$ cat src/jofe_pkg.sv
// shared types, character codes and constants of the offset field extractor
`timescale 1ns / 1ps
`default_nettype none

package jofe_pkg;

   localparam int MAG_W = 17;
   localparam int SEC_W = 18;
   localparam logic [MAG_W-1:0] MAG_BOUND = 17'h1FFFF;
   localparam logic signed [SEC_W-1:0] QUARTER_SEC = 18'sd900;
   localparam logic [SEC_W-1:0] HALF_QUARTER_SEC = 18'd450;
   // floor(x / 900) == (x * RECIP_900) >> RECIP_SHIFT for every x below 2**18
   localparam logic [SEC_W-1:0] RECIP_900 = 18'd149131;
   localparam int RECIP_SHIFT = 27;

   localparam logic signed [SEC_W-1:0] MIN_SEC_RESET = -18'sd43200;
   localparam logic signed [SEC_W-1:0] MAX_SEC_RESET = 18'sd50400;

   localparam logic [7:0] CH_QUOTE = 8'h22;
   localparam logic [7:0] CH_COLON = 8'h3A;
   localparam logic [7:0] CH_SPACE = 8'h20;
   localparam logic [7:0] CH_TAB = 8'h09;
   localparam logic [7:0] CH_CR = 8'h0D;
   localparam logic [7:0] CH_LF = 8'h0A;
   localparam logic [7:0] CH_COMMA = 8'h2C;
   localparam logic [7:0] CH_RBRACE = 8'h7D;
   localparam logic [7:0] CH_MINUS = 8'h2D;
   localparam logic [7:0] CH_PLUS = 8'h2B;
   localparam logic [7:0] CH_ZERO = 8'h30;
   localparam logic [7:0] CH_NINE = 8'h39;

   localparam int FAIL_LEN = 6;
   localparam int KEY_LEN = 8;
   localparam logic [7:0] FAIL_WORD [0:FAIL_LEN-1] = '{8'h22, 8'h66, 8'h61, 8'h69, 8'h6C, 8'h22};
   localparam logic [7:0] KEY_WORD [0:KEY_LEN-1] =
      '{8'h22, 8'h6F, 8'h66, 8'h66, 8'h73, 8'h65, 8'h74, 8'h22};

   localparam logic CSR_MIN_QUARTERS = 1'b0;
   localparam logic CSR_MAX_QUARTERS = 1'b1;

   typedef enum logic [2:0] {
      PH_KEY,
      PH_COLON,
      PH_AFTER_COLON,
      PH_SIGN,
      PH_DIGITS,
      PH_GOOD,
      PH_BAD
   } phase_type;

   // what the scanner hands over at end of text
   typedef struct packed {
      logic             good;
      logic             negative;
      logic [MAG_W-1:0] magnitude;
   } snap_type;

   function automatic logic [2:0] fail_advance(input logic [2:0] pos, input logic [7:0] c);
      logic [2:0] nxt;
      if (pos < 3'(FAIL_LEN) && FAIL_WORD[pos] == c) begin
         nxt = pos + 3'd1;
      end else begin
         nxt = (c == CH_QUOTE) ? 3'd1 : 3'd0;
      end
      return nxt;
   endfunction

   function automatic logic [3:0] key_advance(input logic [3:0] pos, input logic [7:0] c);
      logic [3:0] nxt;
      if (!pos[3] && KEY_WORD[pos[2:0]] == c) begin
         nxt = pos + 4'd1;
      end else begin
         nxt = (c == CH_QUOTE) ? 4'd1 : 4'd0;
      end
      return nxt;
   endfunction

   function automatic logic is_blank(input logic [7:0] c);
      return c == CH_SPACE || c == CH_TAB;
   endfunction

   function automatic logic is_digit(input logic [7:0] c);
      return c >= CH_ZERO && c <= CH_NINE;
   endfunction

   function automatic logic is_term(input logic [7:0] c);
      return c == CH_COMMA || c == CH_RBRACE || c == CH_SPACE || c == CH_CR ||
             c == CH_LF || c == CH_TAB;
   endfunction

endpackage

`default_nettype wire

$ cat src/jofe_scan.sv
// per-character matchers and offset number parser
`timescale 1ns / 1ps
`default_nettype none

module jofe_scan (
   input  wire logic              clock,
   input  wire logic              reset,
   input  wire logic              char_take,
   input  wire logic              end_take,
   input  wire logic [7:0]        char_code,
   output jofe_pkg::snap_type     snap
);

   logic [2:0]                 fail_pos_ff, fail_pos_in;
   logic                       fail_seen_ff, fail_seen_in;
   logic [3:0]                 key_pos_ff, key_pos_in;
   jofe_pkg::phase_type        phase_ff, phase_in;
   logic                       negative_ff, negative_in;
   logic [jofe_pkg::MAG_W-1:0] mag_ff, mag_in;

   logic [2:0]                 fail_adv;
   logic [3:0]                 key_adv;
   logic [jofe_pkg::MAG_W+3:0] mag_sum;
   logic [jofe_pkg::MAG_W-1:0] mag_digit;

   assign fail_adv = jofe_pkg::fail_advance(fail_pos_ff, char_code);
   assign key_adv  = jofe_pkg::key_advance(key_pos_ff, char_code);

   // magnitude * 10 + digit, saturating
   assign mag_sum = {mag_ff, 3'b000} + {2'b00, mag_ff, 1'b0}
                  + {17'd0, char_code[3:0] - 4'(jofe_pkg::CH_ZERO)};
   assign mag_digit = (mag_sum > {4'd0, jofe_pkg::MAG_BOUND}) ? jofe_pkg::MAG_BOUND
                                                               : mag_sum[jofe_pkg::MAG_W-1:0];

   always_comb begin
      fail_pos_in  = fail_pos_ff;
      fail_seen_in = fail_seen_ff;
      key_pos_in   = key_pos_ff;
      phase_in     = phase_ff;
      negative_in  = negative_ff;
      mag_in       = mag_ff;
      if (end_take) begin
         fail_pos_in  = 3'd0;
         fail_seen_in = 1'b0;
         key_pos_in   = 4'd0;
         phase_in     = jofe_pkg::PH_KEY;
         negative_in  = 1'b0;
         mag_in       = '0;
      end else if (char_take) begin
         if (!fail_seen_ff) begin
            if (fail_adv == 3'(jofe_pkg::FAIL_LEN)) begin
               fail_seen_in = 1'b1;
               fail_pos_in  = 3'd0;
            end else begin
               fail_pos_in = fail_adv;
            end
         end
         case (phase_ff)
            jofe_pkg::PH_KEY: begin
               if (key_adv == 4'(jofe_pkg::KEY_LEN)) begin
                  key_pos_in = 4'd0;
                  phase_in   = jofe_pkg::PH_COLON;
               end else begin
                  key_pos_in = key_adv;
               end
            end
            jofe_pkg::PH_COLON: begin
               if (char_code == jofe_pkg::CH_COLON) begin
                  phase_in = jofe_pkg::PH_AFTER_COLON;
               end else if (!jofe_pkg::is_blank(char_code)) begin
                  phase_in = jofe_pkg::PH_BAD;
               end
            end
            jofe_pkg::PH_AFTER_COLON: begin
               if (jofe_pkg::is_blank(char_code)) begin
                  phase_in = jofe_pkg::PH_AFTER_COLON;
               end else if (char_code == jofe_pkg::CH_MINUS ||
                            char_code == jofe_pkg::CH_PLUS) begin
                  negative_in = (char_code == jofe_pkg::CH_MINUS);
                  phase_in    = jofe_pkg::PH_SIGN;
               end else if (jofe_pkg::is_digit(char_code)) begin
                  mag_in   = mag_digit;
                  phase_in = jofe_pkg::PH_DIGITS;
               end else begin
                  phase_in = jofe_pkg::PH_BAD;
               end
            end
            jofe_pkg::PH_SIGN: begin
               if (jofe_pkg::is_digit(char_code)) begin
                  mag_in   = mag_digit;
                  phase_in = jofe_pkg::PH_DIGITS;
               end else begin
                  phase_in = jofe_pkg::PH_BAD;
               end
            end
            jofe_pkg::PH_DIGITS: begin
               if (jofe_pkg::is_digit(char_code)) begin
                  mag_in = mag_digit;
               end else if (jofe_pkg::is_term(char_code)) begin
                  phase_in = jofe_pkg::PH_GOOD;
               end else begin
                  phase_in = jofe_pkg::PH_BAD;
               end
            end
            default: begin
               phase_in = phase_ff;
            end
         endcase
      end
   end

   always_ff @(posedge clock) begin
      if (reset) begin
         fail_pos_ff  <= 3'd0;
         fail_seen_ff <= 1'b0;
         key_pos_ff   <= 4'd0;
         phase_ff     <= jofe_pkg::PH_KEY;
         negative_ff  <= 1'b0;
         mag_ff       <= '0;
      end else begin
         fail_pos_ff  <= fail_pos_in;
         fail_seen_ff <= fail_seen_in;
         key_pos_ff   <= key_pos_in;
         phase_ff     <= phase_in;
         negative_ff  <= negative_in;
         mag_ff       <= mag_in;
      end
   end

   assign snap.good      = !fail_seen_ff && phase_ff == jofe_pkg::PH_GOOD;
   assign snap.negative  = negative_ff;
   assign snap.magnitude = mag_ff;

endmodule

`default_nettype wire

$ cat src/json_offset_field_extractor.sv
// top level of the offset field extractor: handshake, limits, evaluation and result register
//
// Input stream (req_): one transfer per text character, tuser = 0 and the byte in
// tdata; a transfer with tuser = 1 marks end of text, its tdata is ignored.
// Result stream (rsp_): exactly one transfer per end-of-text transfer, carrying a
// valid flag and the offset rounded to quarter hours (0 when not valid).
// Configuration: csr_we writes csr_wdata to register csr_addr (0 = minimum quarters,
// signed 8 bit; 1 = maximum quarters, 7 bit); limits are scaled to seconds on write.
// Throughput: one character or end marker per cycle while req_tready is high.
// Characters update the matcher state in the cycle they are taken. An end marker
// snapshots the parse state into an evaluation register; from there the range check
// and the divide by 900 (one reciprocal multiply) go into the result register once
// it is free. Reset clears the parser and the valid flags of the evaluation and result
// registers and restores the default limits. When the receiver stalls, the result waits
// in its register while one more end marker may be taken into the evaluation register;
// req_tready then drops until the result transfer completes.
`timescale 1ns / 1ps
`default_nettype none

module json_offset_field_extractor (
   input  wire logic        clock,
   input  wire logic        reset,
   input  wire logic        req_tvalid,
   output logic             req_tready,
   input  wire logic [7:0]  req_tdata,   // char_code
   input  wire logic        req_tuser,   // kind
   output logic             rsp_tvalid,
   input  wire logic        rsp_tready,
   output logic [15:0]      rsp_tdata,   // valid_res, quarter_hours[8:1], zeros
   input  wire logic        csr_we,
   input  wire logic        csr_addr,
   input  wire logic [7:0]  csr_wdata
);

   localparam int SW = jofe_pkg::SEC_W;

   logic                         req_xfer, char_take, end_take, out_free;
   jofe_pkg::snap_type           snap;

   logic signed [SW-1:0]         min_sec_ff, min_sec_in;
   logic signed [SW-1:0]         max_sec_ff, max_sec_in;

   logic                         s1_valid_ff, s1_valid_in;
   jofe_pkg::snap_type           s1_snap_ff;

   logic                         out_valid_ff, out_valid_in;
   logic                         out_ok_ff;
   logic [7:0]                   out_q_ff;

   logic signed [SW-1:0]         sec;
   logic [SW-1:0]                mag_half;
   logic [2*SW-1:0]              quot_prod;
   logic [7:0]                   rounded;
   logic                         in_range;

   assign out_free   = !out_valid_ff || rsp_tready;
   assign req_tready = !s1_valid_ff || out_free;
   assign req_xfer   = req_tvalid && req_tready;
   assign char_take  = req_xfer && !req_tuser;
   assign end_take   = req_xfer && req_tuser;

   jofe_scan u_scan (
      .clock     (clock),
      .reset     (reset),
      .char_take (char_take),
      .end_take  (end_take),
      .char_code (req_tdata),
      .snap      (snap)
   );

   // limits kept in seconds
   always_comb begin
      min_sec_in = min_sec_ff;
      max_sec_in = max_sec_ff;
      if (csr_we) begin
         case (csr_addr)
            jofe_pkg::CSR_MIN_QUARTERS: begin
               min_sec_in = SW'(SW'(signed'(csr_wdata)) * jofe_pkg::QUARTER_SEC);
            end
            jofe_pkg::CSR_MAX_QUARTERS: begin
               max_sec_in = SW'(signed'({11'd0, csr_wdata[6:0]}) * jofe_pkg::QUARTER_SEC);
            end
            default: begin
               min_sec_in = min_sec_ff;
            end
         endcase
      end
   end

   always_ff @(posedge clock) begin
      if (reset) begin
         min_sec_ff <= jofe_pkg::MIN_SEC_RESET;
         max_sec_ff <= jofe_pkg::MAX_SEC_RESET;
      end else begin
         min_sec_ff <= min_sec_in;
         max_sec_ff <= max_sec_in;
      end
   end

   // evaluation register
   assign s1_valid_in = end_take || (s1_valid_ff && !out_free);

   always_ff @(posedge clock) begin
      if (reset) begin
         s1_valid_ff <= 1'b0;
      end else begin
         s1_valid_ff <= s1_valid_in;
      end
   end

   always_ff @(posedge clock) begin
      if (end_take) begin
         s1_snap_ff <= snap;
      end
   end

   // range check in seconds, then round to nearest quarter hour
   assign sec = s1_snap_ff.negative ? -signed'({1'b0, s1_snap_ff.magnitude})
                                    : signed'({1'b0, s1_snap_ff.magnitude});
   assign in_range = s1_snap_ff.good && s1_snap_ff.magnitude < jofe_pkg::MAG_BOUND &&
                     sec >= min_sec_ff && sec <= max_sec_ff;
   assign mag_half  = {1'b0, s1_snap_ff.magnitude} + jofe_pkg::HALF_QUARTER_SEC;
   assign quot_prod = mag_half * jofe_pkg::RECIP_900;
   assign rounded   = quot_prod[jofe_pkg::RECIP_SHIFT+7:jofe_pkg::RECIP_SHIFT];

   // result register
   assign out_valid_in = s1_valid_ff || (out_valid_ff && !rsp_tready);

   always_ff @(posedge clock) begin
      if (reset) begin
         out_valid_ff <= 1'b0;
      end else begin
         out_valid_ff <= out_valid_in;
      end
   end

   always_ff @(posedge clock) begin
      if (out_free) begin
         out_ok_ff <= in_range;
         out_q_ff  <= !in_range ? 8'd0 : (s1_snap_ff.negative ? -rounded : rounded);
      end
   end

   assign rsp_tvalid = out_valid_ff;
   assign rsp_tdata  = {7'd0, out_q_ff, out_ok_ff};

endmodule

`default_nettype wire

$ cat config.mk
export PLATFORM = sky130hd
export DESIGN_NAME = json_offset_field_extractor
export DESIGN_NICKNAME = d
export VERILOG_FILES = /design/src/jofe_pkg.sv /design/src/jofe_scan.sv /design/src/json_offset_field_extractor.sv
export SDC_FILE = /design/constraint.sdc
export NUM_CORES = 1
export LEC_CHECK = 0
export BUFFER_PORTS_ARGS = -buffer_cell sky130_fd_sc_hd__buf_4
export CORE_MARGIN = 1
export CORE_UTILIZATION = 65
export DETAILED_ROUTE_END_ITERATION = 16
export PLACE_DENSITY = 0.89
export SETUP_SLACK_MARGIN = 0.02
export SLEW_MARGIN = 20
export SYNTH_ARGS = -nofsm -noshare
export SYNTH_HDL_FRONTEND = slang
export SYNTH_SLANG_ARGS = --single-unit
$ cat constraint.sdc
create_clock -name clock -period 8.05 [get_ports clock]
set_input_delay 1.61 -clock clock [delete_from_list [all_inputs] [get_ports clock]]
set_output_delay 1.61 -clock clock [all_outputs]
set_load 0.01 [all_outputs]
==> impl_results.md, run 1 <==
* WL met2 at between 10000 and 15000 um
* GR Util All Layers at ~29%
* Slew headroom at a little under two fifths
* CORE AREA at approximately 19000 um2
* Detail Placement HPWL at roughly 23000 um
* Top FF cell, synth: dfxtp_1
* Crit. End Element: register
* P per Cell Area at roughly 180 nW/um2
* Clock power frac at roughly 18%
* IO Pins at slightly above 40
* Root buffer cell: clkbuf_16
* Sw frac at approximately 44%
* Yosys Warn Count at 0
* CP peak stage delay at roughly 710 ps
* Initial DRT Pass Iterations at 5
* CP bufs+invs at 5
* Vias in the first global route at 10100
* Netlist Area Pre-Place at about 13000 um2
* CTS Buf Count at 9
* Actual slew at the worst max-slew pin at 931 ps
* Int Power at around 0.0014 W
* Total grt overflow at 0
* Final hold violation count at 0
* Layout Skew at about 6.6 ps
* Avg Cell Area, Syn at around 8.9 um2
* Share of the synthesized area in the top cell type at ~28%
* PostCTS Resize Cnt at 0
* Share of layout cells above drive strength 1 at under 10%
* Seq/Total Area, Yosys at around 16%
* Die Area at slightly above 20000 um2
* Yosys reg bits at 90
* Post-CTS Setup Bufs at 0
* Final Slew Violations at 0
* Delay-heaviest family, CP: adder cells
* CP Class: reg2reg
* Fmax at 133 MHz
* I/O Buffers at 33
* Routability cong. at slightly above 0.9
* Layout fillers at between 1000 and 1500
* Slowest CP cell: xnor2_1
* ANT cells at 0
* Initial DRC Count at 495
* Number of synthesized flops with an enable pin at 28
* P_sw at 0.00110 W
* Clock-pin slew on the worst setup and hold paths at ~70 ps
* Netlist cell types at 76
* Largest net degree at the start of global routing at 36
* Cts hold-fix bufs at 0
* Yosys top cell by area: ha_1
* Row count at 50
* Fin nets at around 1800
* Hold Slack at 447 ps
* Crit Path Max Fanout at 8
* Required @ worst endpoint at a little over 8000 ps
* DR WL met3 at 1150 um
* Outcome: complete, no violations
* Post-route ant nets at 0
* Reg power frac at roughly 21%
* First-pass GRT wire length at ~47000 um
* Initial antenna violation count at 0
* DRC Markers at 0
* Synth top cells by count: 281 x ha_1, 253 x inv_1, 99 x a21oi_1
* Hold Path Class: reg2reg
* Initial Util at between 60% and 70%
* Lkg Pwr at about 6.7 nW
* Syn Inst Count at between 1000 and 1500
* Period utilization at 93.1%
* Combinational power share at roughly 60%
* # clock sinks at 90
* Max-Cap Viols at 0
* Setup-failing EPs final at 0
* CTS HTree Levels at 3
* Peak supply drop at roughly 0.00010 V
* TNS Setup at 0 ps
* Die Wd at roughly 140 um
* M1 WL at 11900 um
* Post-layout min period at 7500 ps
* Via Count at 9894
* CP arrival at ~7600 ps
* DRT Wirelength at roughly 28000 um
* Most common cell in the netlist: ha_1
* TritonCTS clock tree: built
* RSZ-0062 raised after global routing: false
* DR top layer: met4
* Layout area overhead at 5.92%
* CTS Buffer Depth at 2
* WL/cell at 16.1 um
* Synth async-reset ratio at 0%
* Critical path startpoint category: register
* Worst-skew pair later-pin latency at ~360 ps
* Drt via density at roughly 5.8
* Area contributors post-synth: ha_1 28%, fa_1 15%, dfxtp_1 9.8%
* Die span in y at approximately 140 um
==> cell usage in the layout, fill, tap and decap left out, types with 3 or more instances in the layout <==
master     count
fa_1          93
inv_1        253
o31a_1         3
and3_1         5
nor3b_1        4
o21a_1        10
a211oi_1       8
a31oi_1        6
o21bai_1      12
clkbuf_16      9
a21oi_1       99
conb_1         8
a41oi_1        3
o31ai_1        7
dfxtp_1       62
mux2i_1        3
a21o_1        16
nand4_1       17
nor2b_1       18
buf_4         40
nand4b_1       3
o211ai_1       6
nand2_1       83
o21ai_1        4
nor3_1        14
xor2_1        33
ha_1         281
and2_1         9
nand2b_1      10
and4_1         3
xnor2_1       61
edfxtp_1      28
o21ai_0       59
nor4_1         3
nand3b_1       7
nand3_1       19
or3_1         10
a211o_1       16
inv_6          3
nor2_1        72
==> final cells by class <==
class                      count  area, um2  area share, %
multi-input combinational   1049       9510           70.5
clock buffer                   9        225           1.67
clock inverter                 7       87.6          0.650
timing repair buffer          40        300           2.23
inverter                     253        950           7.04
tap                          260        325           2.41
sequential                    90       2080           15.4
==> layer usage <==
layer	vias to the layer above	GRT usage (%)
met3	66	4.00
met2	251	51.2
met4	0	12.9
met5	-	0
met1	4719	35.3
li1	4858	-
==> sequential cells by signal, summed over array words and instances (netlist names) <==
register	cells
max_sec_ff	15
min_sec_ff	16
out_ok_ff	1
out_q_ff	8
rsp_tvalid	1
s1_snap_ff	19
s1_valid_ff	1
u_scan.fail_pos_ff	3
u_scan.fail_seen_ff	1
u_scan.key_pos_ff	4
u_scan.mag_ff	17
u_scan.negative_ff	1
u_scan.phase_ff	3
==> worst reg2reg max path, delay by kind of cell (launching register included) <==
family / cells / cell delay (ps)
XOR/XNOR: 2 / 910
AO/OA/AOI/OAI: 5 / 1030
buffers and inverters: 5 / 410
AND/OR/NAND/NOR: 5 / 870
multiplexers: 1 / 340
adder cells (fa/ha/maj): 9 / 3260
flip-flops: 1 / 450
==> stage by stage <==
stage                     setup slack (ps)  cells  utilization, %  instance area (um2)  power, W
after floorplan                       1270   1437               -                12700   0.00166
after global placement                 895   1692            69.5                13200   0.00194
after detailed placement               619   1692            69.5                13200   0.00203
after CTS                              595   1708            71.1                13500   0.00249
after global routing                  94.2   1708            71.1                13500   0.00273
final                                  552   1708            71.1                13500   0.00249
==> cell families (layout without fill, tap and decap cells) <==
group,Yosys count,count (layout),synth area share (%)
flops,90,90,16.4
fa+ha+maj,374,374,42.3
other cells,2,8,0.0590
buf+inv,298,309,9.09
compound gates,278,278,14.0
simple gates,288,288,11.2
mux,7,7,0.590
xor+xnor,94,94,6.47
==> path summary, 6_finish.rpt <==
kind	slack (ps)	startpoint	end	cells after the start
max	550	s1_snap_ff[2]$_DFFE_PP_	out_q_ff[6]$_SDFFCE_PN0P_	27
min	450	u_scan.negative_ff$_SDFFE_PP0P_	s1_snap_ff[17]$_DFFE_PP_	0
max reg2reg	550	s1_snap_ff[2]$_DFFE_PP_	out_q_ff[6]$_SDFFCE_PN0P_	27
min reg2reg	450	u_scan.negative_ff$_SDFFE_PP0P_	s1_snap_ff[17]$_DFFE_PP_	0
==> power groups by stage <==
stage	registers, W	logic, W	clock network, W
2_1_floorplan	0.000521	0.00114	0
3_3_place_gp	0.000522	0.00142	0
3_5_place_dp	0.000524	0.00150	0
4_1_cts	0.000515	0.00152	0.000449
5_1_grt	0.000517	0.00175	0.000463
6_report	0.000515	0.00153	0.000446
Power figures use the tool's default switching activity.
==> run 2: changes to the inputs <==
ABC_CLOCK_PERIOD_IN_PS = 8050   (was not set)
CORE_ASPECT_RATIO = 0.9   (was not set)
==> run 2 against run 1 <==
  * Routed wire length increased by 2.3%
  * Fmax decreased by 0.33%
  * Clock power barely moved
  * Combinational power about the same
  * Sequential share of layout area about the same
  * Sequential power is essentially flat
  * Via count grew 1.5%
  * Largest power group unchanged
==> impl_results.md, run 2 (synthesized netlist as in run 1, its figures left out) <==
* Via Count at approximately 10000
* GR Util All Layers at 29.3%
* R2r endpoint: out_q_ff[6]$_SDFFCE_PN0P_
* Max-Cap Viols at 0
* Most common cell after layout, fill and taps aside: ha_1
* Met3 usage at between 4 and 5%
* CP bufs+invs at 5
* Reg2reg start: s1_snap_ff[2]$_DFFE_PP_
* TritonCTS clock tree: built
* P per Cell Area at between 150 and 200 nW/um2
* Instance count on the critical path at 27
* CORE AREA at approximately 19000 um2
* Drt via density at a little under 6
* Root buffer cell: clkbuf_16
* CP arrival at between 7000 and 8000 ps
* Hold depth at 2
* PostCTS Resize Cnt at 0
* Die Wd at ~150 um
* TNS Setup at 0 ps
* # clock sinks at 90
* Detail Placement HPWL at about 23000 um
* CTS Buffer Depth at 2
* Clock-pin slew on the worst setup and hold paths at around 70 ps
* Peak supply drop at approximately 0.00011 V
* Worst Hold Endpoint: min_sec_ff[4]$_SDFFE_PP0P_
* Critical path startpoint category: register
* Outcome: complete, no violations
* HP Start: min_sec_ff[4]$_SDFFE_PP0P_
* Actual slew at the worst max-slew pin at between 900 and 1000 ps
* CTS Buf Count at 9
* Period utilization at a little over 90%
* Required @ worst endpoint at approximately 8200 ps
* Initial DRC Count at roughly 630
* Initial antenna violation count at 0
* Register name with the most flops: s1_snap_ff
* CP Class: reg2reg
* Post-layout min period at between 7000 and 8000 ps
* Lkg Pwr at 6.71 nW
* RSZ-0062 raised after global routing: false
* First-pass GRT wire length at around 47000 um
* Largest net degree at the start of global routing at 36
* Fmax at 133 MHz
* Hold Slack at between 400 and 500 ps
* Largest register FFs at 19
* DRT Wirelength at 28200 um
* Setup-failing EPs final at 0
* DRC Markers at 0
* R2R depth at 27
* CTS HTree Levels at 3
* M2 GR Usage at between 50 and 60%
* Final hold violation count at 0
* Hold Path Class: reg2reg
* Slew headroom at 38.9%
* I/O Buffers at 33
* Cts hold-fix bufs at 0
* CP peak stage delay at 690 ps
* ANT cells at 0
* Die Area at 20100 um2
* Crit. End Element: register
* Initial DRT Pass Iterations at 5
* Fin nets at 1838
* Die span in y at about 130 um
* Worst-skew pair later-pin latency at around 350 ps
* Row count at 48
* Slowest CP cell: xnor2_1
* Delay-heaviest family, CP: adder cells
* Share of layout cells above drive strength 1 at 4.98%
* Final Slew Violations at 0
* Largest regs: s1_snap_ff x19, u_scan.mag_ff x17, min_sec_ff x16
* Layout Skew at approximately 8.6 ps
* Most Used Layer, Global Route: met2
* Crit Path Max Fanout at 8
* Reg2reg setup slack at between 500 and 600 ps
* Post-route ant nets at 0
* Vias in the first global route at between 9000 and 10000
* IO Pins at 41
* Post-CTS Setup Bufs at 0
* Routability cong. at about 0.96
* Total grt overflow at 0
* WL/cell at 16.6 um
* Layout area overhead at 5.74%
* Initial Util at between 60% and 70%
* Grt met1 use at a little under two fifths
* Commonest cells after routing, fill and taps aside: 281 x ha_1, 253 x inv_1, 99 x a21oi_1, 93 x fa_1, 83 x nand2_1
## run 2: per-stage QoR
stage / area (um2) / std cells / setup slack [ps] / total power, W / util (%)
2_1_floorplan: 12700 / 1437 / 1270 / 0.00166 / -
3_3_place_gp: 13100 / 1680 / 861 / 0.00194 / 68.6
3_5_place_dp: 13100 / 1680 / 594 / 0.00201 / 68.6
4_1_cts: 13500 / 1696 / 565 / 0.00248 / 70.2
5_1_grt: 13500 / 1696 / 132 / 0.00272 / 70.2
6_report: 13500 / 1696 / 527 / 0.00248 / 70.2
## run 2: tightest hold or removal path, stage by stage (launching register included)
cell	delay [ps]
dfxtp_1	310
nand2_1	50
a21oi_1	50
## run 2: power by group
group          switching (W)  leakage [nW]  internal, W
Sequential         0.0000173         0.796     0.000497
Clock               0.000195         0.156     0.000249
Combinational       0.000879          5.76     0.000644
## run 2: worst max path at each step
stage / to / startpoint / slack [ps]
after global placement: out_q_ff[6]$_SDFFCE_PN0P_ / s1_snap_ff[5]$_DFFE_PP_ / 860
after global routing: out_q_ff[7]$_SDFFCE_PN0P_ / s1_snap_ff[2]$_DFFE_PP_ / 130
after detailed placement: out_q_ff[6]$_SDFFCE_PN0P_ / s1_snap_ff[2]$_DFFE_PP_ / 590
after floorplan: out_q_ff[6]$_SDFFCE_PN0P_ / s1_snap_ff[2]$_DFFE_PP_ / 1270
final: out_q_ff[6]$_SDFFCE_PN0P_ / s1_snap_ff[2]$_DFFE_PP_ / 530
after CTS: out_q_ff[6]$_SDFFCE_PN0P_ / s1_snap_ff[2]$_DFFE_PP_ / 570
## run 2: routing by layer
metal / part of all wire, % / routed length (um) / vias up
met5: 0 / 0 / -
met4: 3.3 / 932 / 0
met3: 5.5 / 1550 / 92
met2: 48 / 13500 / 345
met1: 43 / 12200 / 4761
li1: - / - / 4848
## run 2: cell type report
| type | count | area [um2] |
|---|---|---|
| clock inverter | 7 | 92.6 |
| inverter | 253 | 950 |
| fill | 1364 | 5700 |
| sequential | 90 | 2080 |
| tap | 250 | 313 |
| multi-input combinational | 1049 | 9510 |
| clock buffer | 9 | 225 |
| timing repair buffer | 38 | 285 |
==> run 3: changes to the inputs <==
CORE_UTILIZATION = 66   (was 65)
CTS_BUF_LIST = sky130_fd_sc_hd__clkbuf_8   (was not set)
PLACE_DENSITY = not set   (was 0.89)
PLACE_DENSITY_LB_ADDON = 0.15   (was not set)
==> run 3 against run 2 <==
  * Power fell by 6.3%
  * Die area fell by 1.5%
  * Largest power group unchanged
  * Sequential share of layout area rose by 0.13 points
  * Clock skew rose by 12 ps
  * Global-route usage fell by 1.6 points
  * Via count fell by 4.8%
  * Setup slack improved by 82 ps
  * Routed wire length fell by 5.8%
  * Hold slack improved by 5.8 ps
  * Fmax rose by 1.1%
  * Register-to-register slack improved by 80 ps
==> impl_results.md, run 3 (synthesized netlist as in run 1, its figures left out) <==
* Final hold violation count at 0
* Post-layout min period at about 7400 ps
* TritonCTS clock tree: built
* I/O Buffers at 33
* Fmax at 134 MHz
* RSZ-0062 raised after global routing: false
* Outcome: complete, no violations
* Power, Total at between 0.002 and 0.0025 W
* Largest net degree at the start of global routing at 36
* Worst-skew pair later-pin latency at roughly 390 ps
* First-pass GRT wire length at approximately 44000 um
* # clock sinks at 90
* Cts hold-fix bufs at 0
* Required @ worst endpoint at between 8000 and 9000 ps
* CTS HTree Levels at 3
* Initial antenna violation count at 0
* WL/cell at 15.7 um
* M2 GR Usage at between 40% and 50%
* Fin nets at between 1500 and 2000
* Critical path startpoint category: register
* Actual slew at the worst max-slew pin at between 900 and 1000 ps
* Layout Skew at roughly 21 ps
* Die Area at about 20000 um2
* Initial DRC Count at 432
* CTS Buffer Depth at 2
* Crit Path Max Fanout at 8
* Most common cell after layout, fill and taps aside: ha_1
* TNS Setup at 0 ps
* DRT Wirelength at 26600 um
* Peak supply drop at between 0.0001 and 0.00015 V
* Post-route cell area at ~13000 um2
* CORE AREA at around 19000 um2
* Slew headroom at between 30% and 40%
* Grt met1 use at approximately 41%
* GR Util All Layers at between 20% and 30%
* Vias in the first global route at 9064
* Share of layout cells above drive strength 1 at approximately 5.0%
* Period utilization at between 90 and 100%
* Commonest cells after routing, fill and taps aside: 281 x ha_1, 253 x inv_1, 99 x a21oi_1, 93 x fa_1, 83 x nand2_1
* Initial DRT Pass Iterations at 4
* Area after DPL at 13100 um2
* IO Pins at 41
* Hold Path Class: reg2reg
* Row count at between 40 and 50
* Post-CTS Setup Bufs at 0
* Total grt overflow at 0
* Die Wd at ~150 um
* Root buffer cell: clkbuf_8
* Largest register FFs at 19
* Die span in y at 134 um
* ANT cells at 0
* Register name with the most flops: s1_snap_ff
* P per Cell Area at ~170 nW/um2
* CP arrival at approximately 7600 ps
* Setup-failing EPs final at 0
* Met3 usage at 3.15%
* DRC Markers at 0
* Detail Placement HPWL at 22500 um
* Via Count at 9562
* PostCTS Resize Cnt at 0
* Most Used Layer, Global Route: met2
* Largest regs: s1_snap_ff x19, u_scan.mag_ff x17, min_sec_ff x16
* Initial Util at around 70%
* Lkg Pwr at 6.66 nW
* Layout area overhead at 4.83%
* CP Class: reg2reg
* Final Slew Violations at 0
* Routability cong. at approximately 0.88
* Crit. End Element: register
* Clock-pin slew on the worst setup and hold paths at between 100 and 150 ps
* CTS Buf Count at 9
* Max-Cap Viols at 0
* Post-route ant nets at 0
* Drt via density at approximately 5.7
-- run 3: cell types whose count changed in the layout (fill, tap and decap cells not counted), sizes merged --
cell,previous run,this run
bufinv,1,0
clkinv,2,4
inv,257,256
-- run 3: path summary, 6_finish.rpt --
kind                                                 start                          to  slack (ps)  cells after the start
worst max-delay path               s1_snap_ff[2]$_DFFE_PP_   out_q_ff[6]$_SDFFCE_PN0P_         610                     27
worst min-delay path            min_sec_ff[4]$_SDFFE_PP0P_  min_sec_ff[4]$_SDFFE_PP0P_         460                      2
worst max register to register     s1_snap_ff[2]$_DFFE_PP_   out_q_ff[6]$_SDFFCE_PN0P_         610                     27
worst min register to register  min_sec_ff[4]$_SDFFE_PP0P_  min_sec_ff[4]$_SDFFE_PP0P_         460                      2
-- run 3: metrics by stage --
step | setup slack (ps) | hold slack [ps] | std cells | util [%]
2_1_floorplan | 1270 | 408 | 1437 | -
4_1_cts | 600 | 461 | 1691 | 71.6
3_3_place_gp | 874 | 437 | 1675 | 70.5
3_5_place_dp | 630 | 425 | 1675 | 70.5
6_report | 609 | 461 | 1691 | 71.6
5_1_grt | 161 | 476 | 1691 | 71.6
-- run 3: layout make-up --
type / instances / area (um2)
multi-input cells: 1049 / 9510
fillers: 1414 / 5300
flip-flops and latches: 90 / 2080
inverters: 253 / 950
well taps: 245 / 307
repair buffers: 38 / 285
clock buffers: 9 / 124
clock inverters: 7 / 83.8
-- run 3: power breakdown --
group / total [W] / switching, W / leakage [nW] / internal [W]
logic: 0.00149 / 0.000852 / 5.76 / 0.000637
registers: 0.000514 / 0.0000169 / 0.796 / 0.000497
clock network: 0.000322 / 0.000197 / 0.105 / 0.000125
-- run 3: worst max-delay path, cell delays in order, from the launching register on --
cell and delay, ps:
edfxtp_1 460, ha_1 240, nand4_1 190, nor2b_1 210, xnor2_1 690, inv_1 160
ha_1 340, ha_1 190, inv_1 80, fa_1 540, inv_1 50, fa_1 380
fa_1 510, inv_1 50, fa_1 530, inv_1 40, ha_1 270, and3_1 210
and3_1 190, a31o_2 230, o31a_2 160, a21o_1 240, a21oi_1 180, xor2_1 190
ha_1 230, nand2_1 60, o31ai_1 220, mux2_1 350
-- run 3: metal layers --
| layer | routed length, um | up-vias | part of all wire, % |
|---|---|---|---|
| li1 | - | 4847 | - |
| met4 | 454 | 0 | 1.7 |
| met2 | 11900 | 175 | 45 |
| met5 | 0 | - | 0 |
| met3 | 940 | 32 | 3.5 |
| met1 | 13300 | 4508 | 50 |
